==> config.mk <==
export PLATFORM = sky130hd
export DESIGN_NAME = idle_gap_response_framer
export DESIGN_NICKNAME = d
export VERILOG_FILES = /design/src/hdl/igrf_pkg.sv /design/src/hdl/igrf_ctrl.sv /design/src/hdl/igrf_dp.sv /design/src/hdl/idle_gap_response_framer.sv
export SDC_FILE = /design/constraint.sdc
export NUM_CORES = 1
export LEC_CHECK = 0
export ABC_AREA = 1
export CAP_MARGIN = 40
export CORE_UTILIZATION = 40
export CTS_BUF_LIST = sky130_fd_sc_hd__clkbuf_4 sky130_fd_sc_hd__clkbuf_8
export CTS_CLUSTER_SIZE = 28
export DETAILED_ROUTE_END_ITERATION = 16
export DONT_BUFFER_PORTS = 1
export SLEW_MARGIN = 20
export SYNTH_ARGS = -nofsm -noshare
export SYNTH_HDL_FRONTEND = slang
export SYNTH_SLANG_ARGS = --single-unit
export TNS_END_PERCENT = 20
==> constraint.sdc <==
create_clock -name clk -period 4.5 [get_ports clk]
set_clock_uncertainty 0.1 [all_clocks]
set_input_delay 0.45 -clock clk [delete_from_list [all_inputs] [get_ports clk]]
set_output_delay 0.45 -clock clk [all_outputs]
set_load 0.01 [all_outputs]
==> src/hdl/igrf_pkg.sv <==
// Shared types and codes for the idle-gap response framer.
package igrf_pkg;

  // Request codes carried by in_req_type
  localparam logic [1:0] REQ_BYTE     = 2'd0;
  localparam logic [1:0] REQ_TICK     = 2'd1;
  localparam logic [1:0] REQ_TX_START = 2'd2;

  // Configuration register indexes
  localparam logic CFG_IDLE_LIMIT  = 1'b0;
  localparam logic CFG_STALE_LIMIT = 1'b1;

  // Frame cause codes
  localparam logic CAUSE_IDLE = 1'b0;
  localparam logic CAUSE_FULL = 1'b1;

  localparam int unsigned LIMIT_W = 16;
  localparam logic [LIMIT_W-1:0] IDLE_LIMIT_RST  = 16'd10;
  localparam logic [LIMIT_W-1:0] STALE_LIMIT_RST = 16'd100;
  localparam logic [LIMIT_W-1:0] SILENCE_MAX     = 16'hFFFF;

  // Datapath status seen by the controller
  typedef struct packed {
    logic start_emit;  // the offered transaction opens a frame
    logic last_idx;    // read pointer sits on the final stored byte
    logic out_free;    // output register can take a byte this cycle
  } igrf_status_t;

  // Controller commands to the datapath
  typedef struct packed {
    logic take_item;   // input transaction accepted this cycle
    logic read_en;     // load the next frame byte into the output register
    logic finish;      // final frame byte loaded, close the frame
  } igrf_cmd_t;

endpackage

==> src/hdl/igrf_ctrl.sv <==
// Controller state machine: accepts transactions and sequences frame drains.
module igrf_ctrl
  import igrf_pkg::*;
(
  input  logic         clk,
  input  logic         rst_n,
  input  logic         in_valid,
  output logic         in_ready,
  input  igrf_status_t status,
  output igrf_cmd_t    cmd
);

  typedef enum logic [1:0] {
    ST_IDLE  = 2'b01,
    ST_DRAIN = 2'b10
  } igrf_state_t;

  igrf_state_t state_r, state_nxt;

  // Decode commands from the current state
  always_comb begin
    in_ready      = (state_r == ST_IDLE);
    cmd.take_item = in_valid && (state_r == ST_IDLE);
    cmd.read_en   = (state_r == ST_DRAIN) && status.out_free;
    cmd.finish    = cmd.read_en && status.last_idx;
  end

  // Advance the state
  always_comb begin
    state_nxt = state_r;
    unique case (state_r)
      ST_IDLE: begin
        if (cmd.take_item && status.start_emit) begin
          state_nxt = ST_DRAIN;
        end
      end
      ST_DRAIN: begin
        if (cmd.finish) begin
          state_nxt = ST_IDLE;
        end
      end
      default: state_nxt = ST_IDLE;
    endcase
  end

  always_ff @(posedge clk) begin
    if (!rst_n) begin
      state_r <= ST_IDLE;
    end else begin
      state_r <= state_nxt;
    end
  end

  // A frame start always leads into a drain
  assert property (@(posedge clk) disable iff (!rst_n)
    (cmd.take_item && status.start_emit) |=> (state_r == ST_DRAIN))
    else $error("frame start did not enter drain");

  // No byte is read outside a drain
  assert property (@(posedge clk) disable iff (!rst_n)
    cmd.read_en |-> !in_ready)
    else $error("frame read while accepting input");

  // Closing a frame returns to accepting input
  assert property (@(posedge clk) disable iff (!rst_n)
    cmd.finish |=> in_ready)
    else $error("input not reopened after frame");

endmodule

==> src/hdl/igrf_dp.sv <==
// Datapath: limits, frame store, fill and silence counters, output register.
module igrf_dp
  import igrf_pkg::*;
#(
  parameter int unsigned BUFFER_DEPTH = 64
) (
  input  logic               clk,
  input  logic               rst_n,
  input  logic [1:0]         in_req_type,
  input  logic [7:0]         in_rx_byte,
  input  logic               cfg_we,
  input  logic               cfg_index,
  input  logic [LIMIT_W-1:0] cfg_wdata,
  output logic               out_valid,
  input  logic               out_ready,
  output logic [7:0]         out_byte,
  output logic               out_last_of_frame,
  output logic               out_frame_cause,
  input  igrf_cmd_t          cmd,
  output igrf_status_t       status
);

  localparam int unsigned IDX_W  = $clog2(BUFFER_DEPTH);
  localparam int unsigned FILL_W = $clog2(BUFFER_DEPTH + 1);
  localparam logic [FILL_W-1:0] FILL_FULL = FILL_W'(BUFFER_DEPTH);
  localparam logic [FILL_W-1:0] FILL_ONE  = FILL_W'(1);

  logic [LIMIT_W-1:0] idle_limit_r, stale_limit_r;
  logic [FILL_W-1:0]  fill_r, fill_nxt, fill_eff;
  logic [LIMIT_W-1:0] sil_r, sil_nxt, sil_inc;
  logic [IDX_W-1:0]   rd_idx_r;
  logic               cause_r;
  logic [7:0]         pend_r;
  logic               stale_hit, full_eff;

  logic [7:0]         mem [BUFFER_DEPTH];
  logic               wr_en;
  logic [IDX_W-1:0]   wr_addr;
  logic [7:0]         wr_data;

  logic               out_valid_r;
  logic [7:0]         out_byte_r;
  logic               out_last_r;
  logic               out_cause_r;

  // Write the limit registers
  always_ff @(posedge clk) begin
    if (!rst_n) begin
      idle_limit_r  <= IDLE_LIMIT_RST;
      stale_limit_r <= STALE_LIMIT_RST;
    end else if (cfg_we) begin
      unique case (cfg_index)
        CFG_IDLE_LIMIT:  idle_limit_r  <= cfg_wdata;
        CFG_STALE_LIMIT: stale_limit_r <= cfg_wdata;
        default: ;
      endcase
    end
  end

  // Decide how the offered transaction treats the buffer
  always_comb begin
    stale_hit = (fill_r != '0) && (sil_r >= stale_limit_r);
    fill_eff  = stale_hit ? '0 : fill_r;
    full_eff  = (fill_eff == FILL_FULL);
    sil_inc   = (sil_r == SILENCE_MAX) ? sil_r : sil_r + LIMIT_W'(1);
    unique case (in_req_type)
      REQ_BYTE: status.start_emit = full_eff;
      REQ_TICK: status.start_emit = (fill_r != '0) && (sil_inc >= idle_limit_r);
      default:  status.start_emit = 1'b0;
    endcase
    status.last_idx = (FILL_W'(rd_idx_r) == (fill_r - FILL_ONE));
    status.out_free = !out_valid_r || out_ready;
  end

  // Update fill, silence and the store write port
  always_comb begin
    fill_nxt = fill_r;
    sil_nxt  = sil_r;
    wr_en    = 1'b0;
    wr_addr  = fill_eff[IDX_W-1:0];
    wr_data  = in_rx_byte;
    if (cmd.take_item) begin
      unique case (in_req_type)
        REQ_BYTE: begin
          sil_nxt = '0;
          if (!full_eff) begin
            wr_en    = 1'b1;
            fill_nxt = fill_eff + FILL_ONE;
          end
        end
        REQ_TICK:     sil_nxt  = sil_inc;
        REQ_TX_START: fill_nxt = '0;
        default: ;
      endcase
    end
    // Close the frame; a full-buffer frame then keeps the held byte
    if (cmd.finish) begin
      if (cause_r == CAUSE_FULL) begin
        wr_en    = 1'b1;
        wr_addr  = '0;
        wr_data  = pend_r;
        fill_nxt = FILL_ONE;
      end else begin
        fill_nxt = '0;
      end
    end
  end

  always_ff @(posedge clk) begin
    if (!rst_n) begin
      fill_r   <= '0;
      sil_r    <= '0;
      rd_idx_r <= '0;
    end else begin
      fill_r <= fill_nxt;
      sil_r  <= sil_nxt;
      if (cmd.take_item && status.start_emit) begin
        rd_idx_r <= '0;
      end else if (cmd.read_en) begin
        rd_idx_r <= rd_idx_r + IDX_W'(1);
      end
    end
  end

  // Hold the frame cause and the byte that waits behind a full frame
  always_ff @(posedge clk) begin
    if (cmd.take_item && status.start_emit) begin
      cause_r <= (in_req_type == REQ_BYTE) ? CAUSE_FULL : CAUSE_IDLE;
      pend_r  <= in_rx_byte;
    end
  end

  // Frame store: one write port, registered read into the output register
  always_ff @(posedge clk) begin
    if (wr_en) begin
      mem[wr_addr] <= wr_data;
    end
    if (cmd.read_en) begin
      out_byte_r  <= mem[rd_idx_r];
      out_last_r  <= status.last_idx;
      out_cause_r <= cause_r;
    end
  end

  always_ff @(posedge clk) begin
    if (!rst_n) begin
      out_valid_r <= 1'b0;
    end else if (cmd.read_en) begin
      out_valid_r <= 1'b1;
    end else if (out_ready) begin
      out_valid_r <= 1'b0;
    end
  end

  assign out_valid         = out_valid_r;
  assign out_byte          = out_byte_r;
  assign out_last_of_frame = out_last_r;
  assign out_frame_cause   = out_cause_r;

  // Fill count never passes the buffer depth
  assert property (@(posedge clk) disable iff (!rst_n)
    fill_r <= FILL_FULL)
    else $error("fill count above buffer depth");

  // Reads stay inside the stored bytes
  assert property (@(posedge clk) disable iff (!rst_n)
    cmd.read_en |-> (FILL_W'(rd_idx_r) < fill_r))
    else $error("frame read past fill count");

  // A full-buffer frame leaves exactly the held byte behind
  assert property (@(posedge clk) disable iff (!rst_n)
    (cmd.finish && (cause_r == CAUSE_FULL)) |=> (fill_r == FILL_ONE))
    else $error("held byte not kept after full frame");

endmodule

==> src/hdl/idle_gap_response_framer.sv <==
// in_ready is high while idle; a transaction that opens no frame leaves it high.
// A frame of n bytes drains from the store at one byte per cycle unless out_ready stalls it,
// paced by the store's registered read port; the controller enters its drain state after
// the opening transaction. Input stalls during the drain; output backpressure stretches it.
// Reset (rst_n low, synchronous) empties the buffer, zeroes the silence count and sets
// idle_limit to 10 and stale_limit to 100; store contents are left as they are.
module idle_gap_response_framer
  import igrf_pkg::*;
#(
  parameter int unsigned BUFFER_DEPTH = 64
) (
  input  logic               clk,
  input  logic               rst_n,
  input  logic               in_valid,
  output logic               in_ready,
  input  logic [1:0]         in_req_type,
  input  logic [7:0]         in_rx_byte,
  output logic               out_valid,
  input  logic               out_ready,
  output logic [7:0]         out_byte,
  output logic               out_last_of_frame,
  output logic               out_frame_cause,
  input  logic               cfg_we,
  input  logic               cfg_index,
  input  logic [LIMIT_W-1:0] cfg_wdata
);

  igrf_status_t status;
  igrf_cmd_t    cmd;

  igrf_ctrl u_ctrl (
    .clk      (clk),
    .rst_n    (rst_n),
    .in_valid (in_valid),
    .in_ready (in_ready),
    .status   (status),
    .cmd      (cmd)
  );

  igrf_dp #(
    .BUFFER_DEPTH (BUFFER_DEPTH)
  ) u_dp (
    .clk               (clk),
    .rst_n             (rst_n),
    .in_req_type       (in_req_type),
    .in_rx_byte        (in_rx_byte),
    .cfg_we            (cfg_we),
    .cfg_index         (cfg_index),
    .cfg_wdata         (cfg_wdata),
    .out_valid         (out_valid),
    .out_ready         (out_ready),
    .out_byte          (out_byte),
    .out_last_of_frame (out_last_of_frame),
    .out_frame_cause   (out_frame_cause),
    .cmd               (cmd),
    .status            (status)
  );

endmodule

==> results of run 1 <==
[critical path, delay by kind of cell (launching register included)]
kind | cells | cell delay [ns]
adders and majority gates | 2 | 0.51
and+or+nand+nor | 10 | 1.85
buffers and inverters | 4 | 0.36
DFF | 1 | 0.34
AOI/OAI and AO/OA | 3 | 0.60
[placed cells by master, fill, tap and decap left out, types with 53 or more instances in the layout]
cell type	netlist	routed
nand2_1	241	233
nor2_1	367	365
inv_1	90	89
nand3_1	72	72
dfxtp_1	64	61
clkbuf_8	0	101
o221ai_1	53	53
buf_4	1	63
edfxtp_1	531	531
a21oi_1	76	76
o21ai_0	293	293
o22ai_1	75	75
[timing repair]
| item | CTS | global route |
|---|---|---|
| hold buffers | 35 | 0 |
| hold endpoints to repair | 55 | 0 |
| buffers inserted | 0 | 0 |
[state kept, by name (all words and copies together) (netlist names)]
signal                  count
u_dp.mem                  512
u_dp.idle_limit_r          16
u_dp.sil_r                 16
u_dp.stale_limit_r         16
u_dp.out_byte               8
u_dp.pend_r                 8
u_dp.fill_r                 7
u_dp.rd_idx_r               6
u_ctrl.state_r              2
u_dp.cause_r                1
u_dp.out_frame_cause        1
u_dp.out_last_of_frame      1
u_dp.out_valid              1
[per-stage QoR]
step | instance area (um^2) | util [%] | setup WS [ns]
after floorplan | 24710 | - | 1.205
after global placement | 25780 | 42.48 | 0.4612
after detailed placement | 25850 | 42.60 | 0.3167
after CTS | 28120 | 46.32 | 0.3022
after global routing | 28240 | 46.53 | 0.06896
final | 28240 | 46.53 | 0.3876
[cells by family (layout without fill, tap and decap cells)]
group                      count (synthesis)  count (layout)  share of synthesized area [%]
xor gates and xnor gates                  15              15                         0.5317
AOI/OAI and AO/OA                        523             523                          12.01
and+or+nand+nor                          744             744                          12.38
adders and majority gates                 37              37                          1.874
DFF                                      595             595                          69.72
buffers and inverters                    224             390                          3.484
[layer usage]
layer / global-route usage, % / part of all wire [%]
met3: 4.074 / 6.7
met1: 28.11 / 43
met2: 33.57 / 48
met4: 6.556 / 2.4
met5: 0 / 0
[synthesized netlist by cell type (10+ instances only)]
master    instances
dfxtp_1          64
nand2_1         241
o22ai_1          75
nor3_1           13
buf_2            13
inv_1            90
inv_2            12
o21ai_0         293
edfxtp_1        531
ha_1             37
o221ai_1         53
nand3_1          72
clkbuf_1        103
xor2_1           10
a21oi_1          76
nand4_1          34
o211ai_1         17
nor2_1          367
[worst paths after layout]
| path | depth (start not counted) | slack [ns] | end | from |
|---|---|---|---|---|
| max reg2reg | 19 | 0.39 | u_dp.mem[62][4] | u_dp.sil_r[11] |
| min reg2reg | 2 | 0.36 | u_dp.stale_limit_r[7] | u_dp.stale_limit_r[7] |
| max | 19 | 0.39 | u_dp.mem[62][4] | u_dp.sil_r[11] |
| min | 4 | 0.06 | u_dp.fill_r[0] | in_req_type[1] |
[power groups by stage]
stage                     clock network (mW)  logic (mW)  registers, mW
after floorplan                            0       0.139           6.16
after global placement                     0       0.238           6.15
after detailed placement                   0       0.249           6.15
after CTS                               4.74       0.281           6.04
after global routing                    4.95       0.310           6.04
final                                   4.65       0.282           6.04
[area by class of cell]
type	instances	area (um^2)
Inverter	103	392.9
Sequential cell	595	17240
Multi-Input combinational cell	1319	6645
Tap cell	782	978.4
Clock buffer	126	1578
Timing Repair Buffer	110	1080
Fill cell	5510	32450
Clock inverter	51	334.1
==> metrics, run 1 <==
Max-Slew Margin vs Limit=46.38%; CP most frequent cell=nand2_1; core area=60700 um^2; post-synth cell types=34; Nets=approximately 2300; Critical Path AT=4.32 ns; sequential power share=55.0%; CTS resizes=0; Sw Share=between 20% and 30%; drt wl/cell=21.20 um; Setup-failing EPs final=0; Max Cap Viol=0; vias per cell=5.567; Port-buffer cells=0; Die Ht=250.5 um; initial antenna violation count=0; Leak Pwr=~9.6 nW; IO Pins=44; die area=roughly 63000 um^2; RSZ-0062 raised after global routing=false; Syn Nets=2207; critical path, cell by cell=ha_1 -> a21oi_1 -> o21ai_1 -> a21oi_1 -> nand2_1 -> nand2_1 -> inv_2 -> nor2_2 -> inv_1 -> ha_1 -> inv_1 -> nor2_1 -> nand4_1 -> nor2_1 -> nand2_1 -> nand2_1 -> inv_2 -> nand2_1 -> nor2_1; vias in the first global route=16680; part of the power in combinational logic=2.6%; Hold Path Class=input pin to flop; FF+latch count, synth=595; Worst Path Required=4.71 ns; Max stage delay on crit path=0.64 ns; All-Layer GR Usage=20.75%; Max VDD drop=between 0.2 and 0.25 mV; DR iter-0 viols=1617; CTS tree=done; cells after synthesis=2138; placed insts=2865; Initial Utilization=around two fifths; first-pass GRT wire length=99490 um; Mean Syn Cell Area=11.56 um^2; Row Count=90; switching power=2.380 mW; Synth-to-Final Area Change=14.31%; Pins Over Slew Limit=0; final HPWL from detailed placement=38960 um; Synth top area share=64.54%; CP startpoint kind=flop; CTS clk-pin slew, worst paths=0.07 ns; Tightest Pin Transition=0.8042 ns; synth top area cells=edfxtp_1, o21ai_0, nor2_1; PwrDens=388.3 nW/um^2; synthesized cell area=24710 um^2; Routed Antenna Nets=0; Sink Count=595; largest net degree at the start of global routing=259; layout cells sized above 1=11.46%; RePlAce Congestion=about 0.9; Synth area leader=edfxtp_1; number of synthesized flops with an enable pin=531; worst skew pair latency=0.69 ns; drc violations=0; Slowest cell on crit path=nor2_1; setup TNS=0 ns; worst-path fanout max=10; CTS Buf Count=96; run status=complete, no violations; die width=250.5 um; Syn. warnings=0; clk root buf=clkbuf_8; htree depth=3; critical path type=flop to flop; Worst Setup End Kind=flop; fin cells=approximately 3100; Congestion Overflow GR=0; post-synthesis async set-or-reset flop share=0%; clock network power share=a little over two fifths; Max clock buf depth=3; post-layout power=10.97 mW; time the worst path needs with I/O delays and setup=4.112 ns; n_diodes=0; Final period util=91.39%; routed vias=17180; Post-Route WL=65420 um; Pre-antenna DRT Iters=6; fraction of the yosys area taken by sequential cells=69.72%; Cell Int Power=around 8.6 mW; Achievable Freq=0.2432 GHz; Most used DFF post-synth=edfxtp_1; Final Hold Vio Count=0; hold slack=0.05773 ns
(Power assumes the default switching activity.)
==> run 2: changes to the inputs <==
- SYNTH_HIERARCHICAL: not set -> 1
==> metrics, run 2 <==
worst skew pair latency=0.73 ns; final HPWL from detailed placement=~40000 um; clock network power share=between 40% and 50%; first-pass GRT wire length=101200 um; largest net degree at the start of global routing=195; RSZ-0062 raised after global routing=false; vias per cell=5.425; post-layout util=a little under half; number of synthesized flops with an enable pin=roughly 530; Pre-antenna DRT Iters=8; Syn. warnings=6; Nets=2300; worst r2r src=u_dp/sil_r[0]; Sink Count=595; time the worst path needs with I/O delays and setup=4.214 ns; layout cells sized above 1=13.78%; Biggest register=u_dp/mem; CP startpoint kind=flop; Worst Path Required=4.98 ns; sequential power share=between 50 and 60%; Congestion Overflow GR=0; count leader, synth=edfxtp_1; max reg flops=512; post-synth cell types=45; hold slack=between 0.05 and 0.06 ns; Final period util=93.65%; clk root buf=clkbuf_8; setup TNS=0 ns; Compound-Gate Fraction of Synth Area=~12%; vias in the first global route=17110; R2R setup slack=0.29 ns; Row Count=between 90 and 100; Leak Pwr=9.747 nW; die width=around 250 um; htree depth=3; run status=complete, no violations; Pins Over Slew Limit=0; Initial Utilization=40.55%; drt wl/cell=20.92 um; Hold Path Class=input pin to flop; core area=61710 um^2; R2R depth=21; Worst Setup End Kind=flop; Max Cap Viol=0; PwrDens=383.1 nW/um^2; # fillers=around 5600; RePlAce Congestion=0.8696; part of the power in combinational logic=3.2%; Mean Syn Cell Area=approximately 12 um^2; most common cell after layout, fill and taps aside=edfxtp_1; routed vias=17070; Post-Route WL=between 60000 and 70000 um; post-synthesis async set-or-reset flop share=0%; Routed Antenna Nets=0; Max clock buf depth=3; Hold Path Stages=5; Max VDD drop=0.2477 mV; Tightest Pin Transition=between 0.8 and 0.9 ns; cells after synthesis=2132; Cell Int Power=approximately 8.5 mW; Port-buffer cells=0; reg-to-reg endpoint=u_ctrl/state_r[0]; Post-synth top cells=edfxtp_1, nor2_1, o21ai_0; post-CTS setup buffer count=0; Final Hold Vio Count=0; Sw Share=22.25%; FF+latch count, synth=slightly below 600; All-Layer GR Usage=20.91%; fraction of the yosys area taken by sequential cells=68.84%; Achievable Freq=0.2373 GHz; CTS Buf Count=100; post-layout power=approximately 11 mW; Simple-Gate Fraction of Synth Area=between 10% and 20%; Setup-failing EPs final=0; IO Pins=44; most frequent cells in the layout=edfxtp_1, nor2_1, o21ai_0; Synth top area share=63.72%; DR iter-0 viols=roughly 1600; hold path startpoint=in_req_type[1]; initial antenna violation count=1; CTS clk-pin slew, worst paths=0.06 ns; Syn Nets=2201; Worst Hold Endpoint=u_ctrl/state_r[1]; Synth Area in XOR/XNOR=0.7000%; synthesized cell area=25020 um^2; die area=63560 um^2; mux cell area share after synthesis=0%; Most used DFF post-synth=edfxtp_1; drc violations=0; combinational family with the most area after synthesis=simple AND/OR/NAND/NOR gates; critical path type=flop to flop; Max-Slew Margin vs Limit=about two fifths; Synth-to-Final Area Change=14.39%; worst-path fanout max=5; switching power=around 2.4 mW; Die Ht=252.1 um; synth top area cells=edfxtp_1, o21ai_0, nor2_1; Critical Path AT=4.69 ns; Synth area leader=edfxtp_1; CTS tree=done; Post-Synth Adder-Cell Area=under 10%
==> run 2: cell count changes after synthesis, sizes merged, moves of 5 or more <==
cell | before | now
o211ai | 17 | 22
clkbuf | 103 | 79
a21oi | 76 | 70
nor2 | 370 | 380
nand3 | 75 | 65
nand4 | 36 | 42
nand2 | 244 | 219
buf | 18 | 44
==> run 2: cell type report <==
cell class / count / area, um^2 / share of cell area [%]
diodes: 1 / 2.502 / 0.008742
repair buffers: 120 / 1152 / 4.026
flip-flops and latches: 595 / 17240 / 60.21
inverters: 102 / 396.6 / 1.386
multi-input cells: 1312 / 6902 / 24.11
well taps: 837 / 1047 / 3.659
clock buffers: 126 / 1584 / 5.534
clock inverters: 53 / 304.0 / 1.062
==> run 2: kinds of logic (layout without fill, tap and decap cells) <==
logic type / count (synthesis) / count (layout)
and+or+nand+nor: 728 / 728
DFF: 595 / 595
buffers and inverters: 225 / 401
AOI/OAI and AO/OA: 527 / 527
xor gates and xnor gates: 20 / 20
other: 0 / 1
adders and majority gates: 37 / 37
==> run 2: routing by layer <==
layer	vias up	GRT usage, %	part of all wire, %
li1	7973	-	-
met1	8351	27.65	42
met2	617	34.36	48
met3	126	4.161	6.9
met4	0	7.117	2.7
met5	-	0	0
==> run 2: repair_timing <==
item,CTS,global route
hold endpoints to repair,56,2
hold buffers,40,2
setup endpoints to repair,0,144
gates resized for setup,0,9
==> run 2: how the worst max path moves through the flow <==
| stage | slack (ns) | endpoint | from |
|---|---|---|---|
| 2_1_floorplan | 0.54 | u_dp/mem[0][0] | u_dp/fill_r[0] |
| 3_3_place_gp | 0.29 | u_dp/mem[32][0] | u_dp/fill_r[1] |
| 3_5_place_dp | 0.22 | u_dp/mem[32][3] | u_dp/fill_r[1] |
| 4_1_cts | 0.23 | u_dp/mem[32][5] | u_dp/fill_r[1] |
| 5_1_grt | 0.01 | u_dp/mem[21][6] | u_dp/sil_r[13] |
| 6_report | 0.29 | u_ctrl/state_r[0] | u_dp/sil_r[0] |
==> run 2: power by group through the flow <==
stage / sequential [mW] / clock [mW] / combinational [mW]
finish: 6.05 / 4.56 / 0.349
detailed placement: 6.17 / 0 / 0.306
CTS: 6.05 / 4.67 / 0.344
global route: 6.05 / 4.89 / 0.385
global placement: 6.17 / 0 / 0.300
floorplan: 6.17 / 0 / 0.194
==> run 2: worst max-delay path, cell delays in order (launching register included) <==
cell and delay [ns]:
dfxtp_1 0.42, ha_1 0.20, nand2_1 0.10, nor2_1 0.12
nand3_1 0.20, nor3_1 0.21, nand2_1 0.14, nor2_2 0.28
inv_1 0.18, nand4_1 0.13, xnor2_1 0.11, ha_1 0.31
nand2_1 0.08, nor3_2 0.26, nand3_1 0.12, nand3_1 0.14
nand3_1 0.08, nand2_1 0.08, nand4_1 0.15, nand2_1 0.11
nand2_1 0.04, dlygate4sd3_1 0.54
==> run 2: through the flow <==
| stage | area [um^2] | cells | setup WS (ns) |
|---|---|---|---|
| after floorplan | 25020 | 2132 | 0.5411 |
| after global placement | 26150 | 2914 | 0.2906 |
| after detailed placement | 26230 | 2919 | 0.2200 |
| after CTS | 28530 | 3138 | 0.2287 |
| after global routing | 28620 | 3146 | 0.01436 |
| final | 28620 | 3146 | 0.2858 |
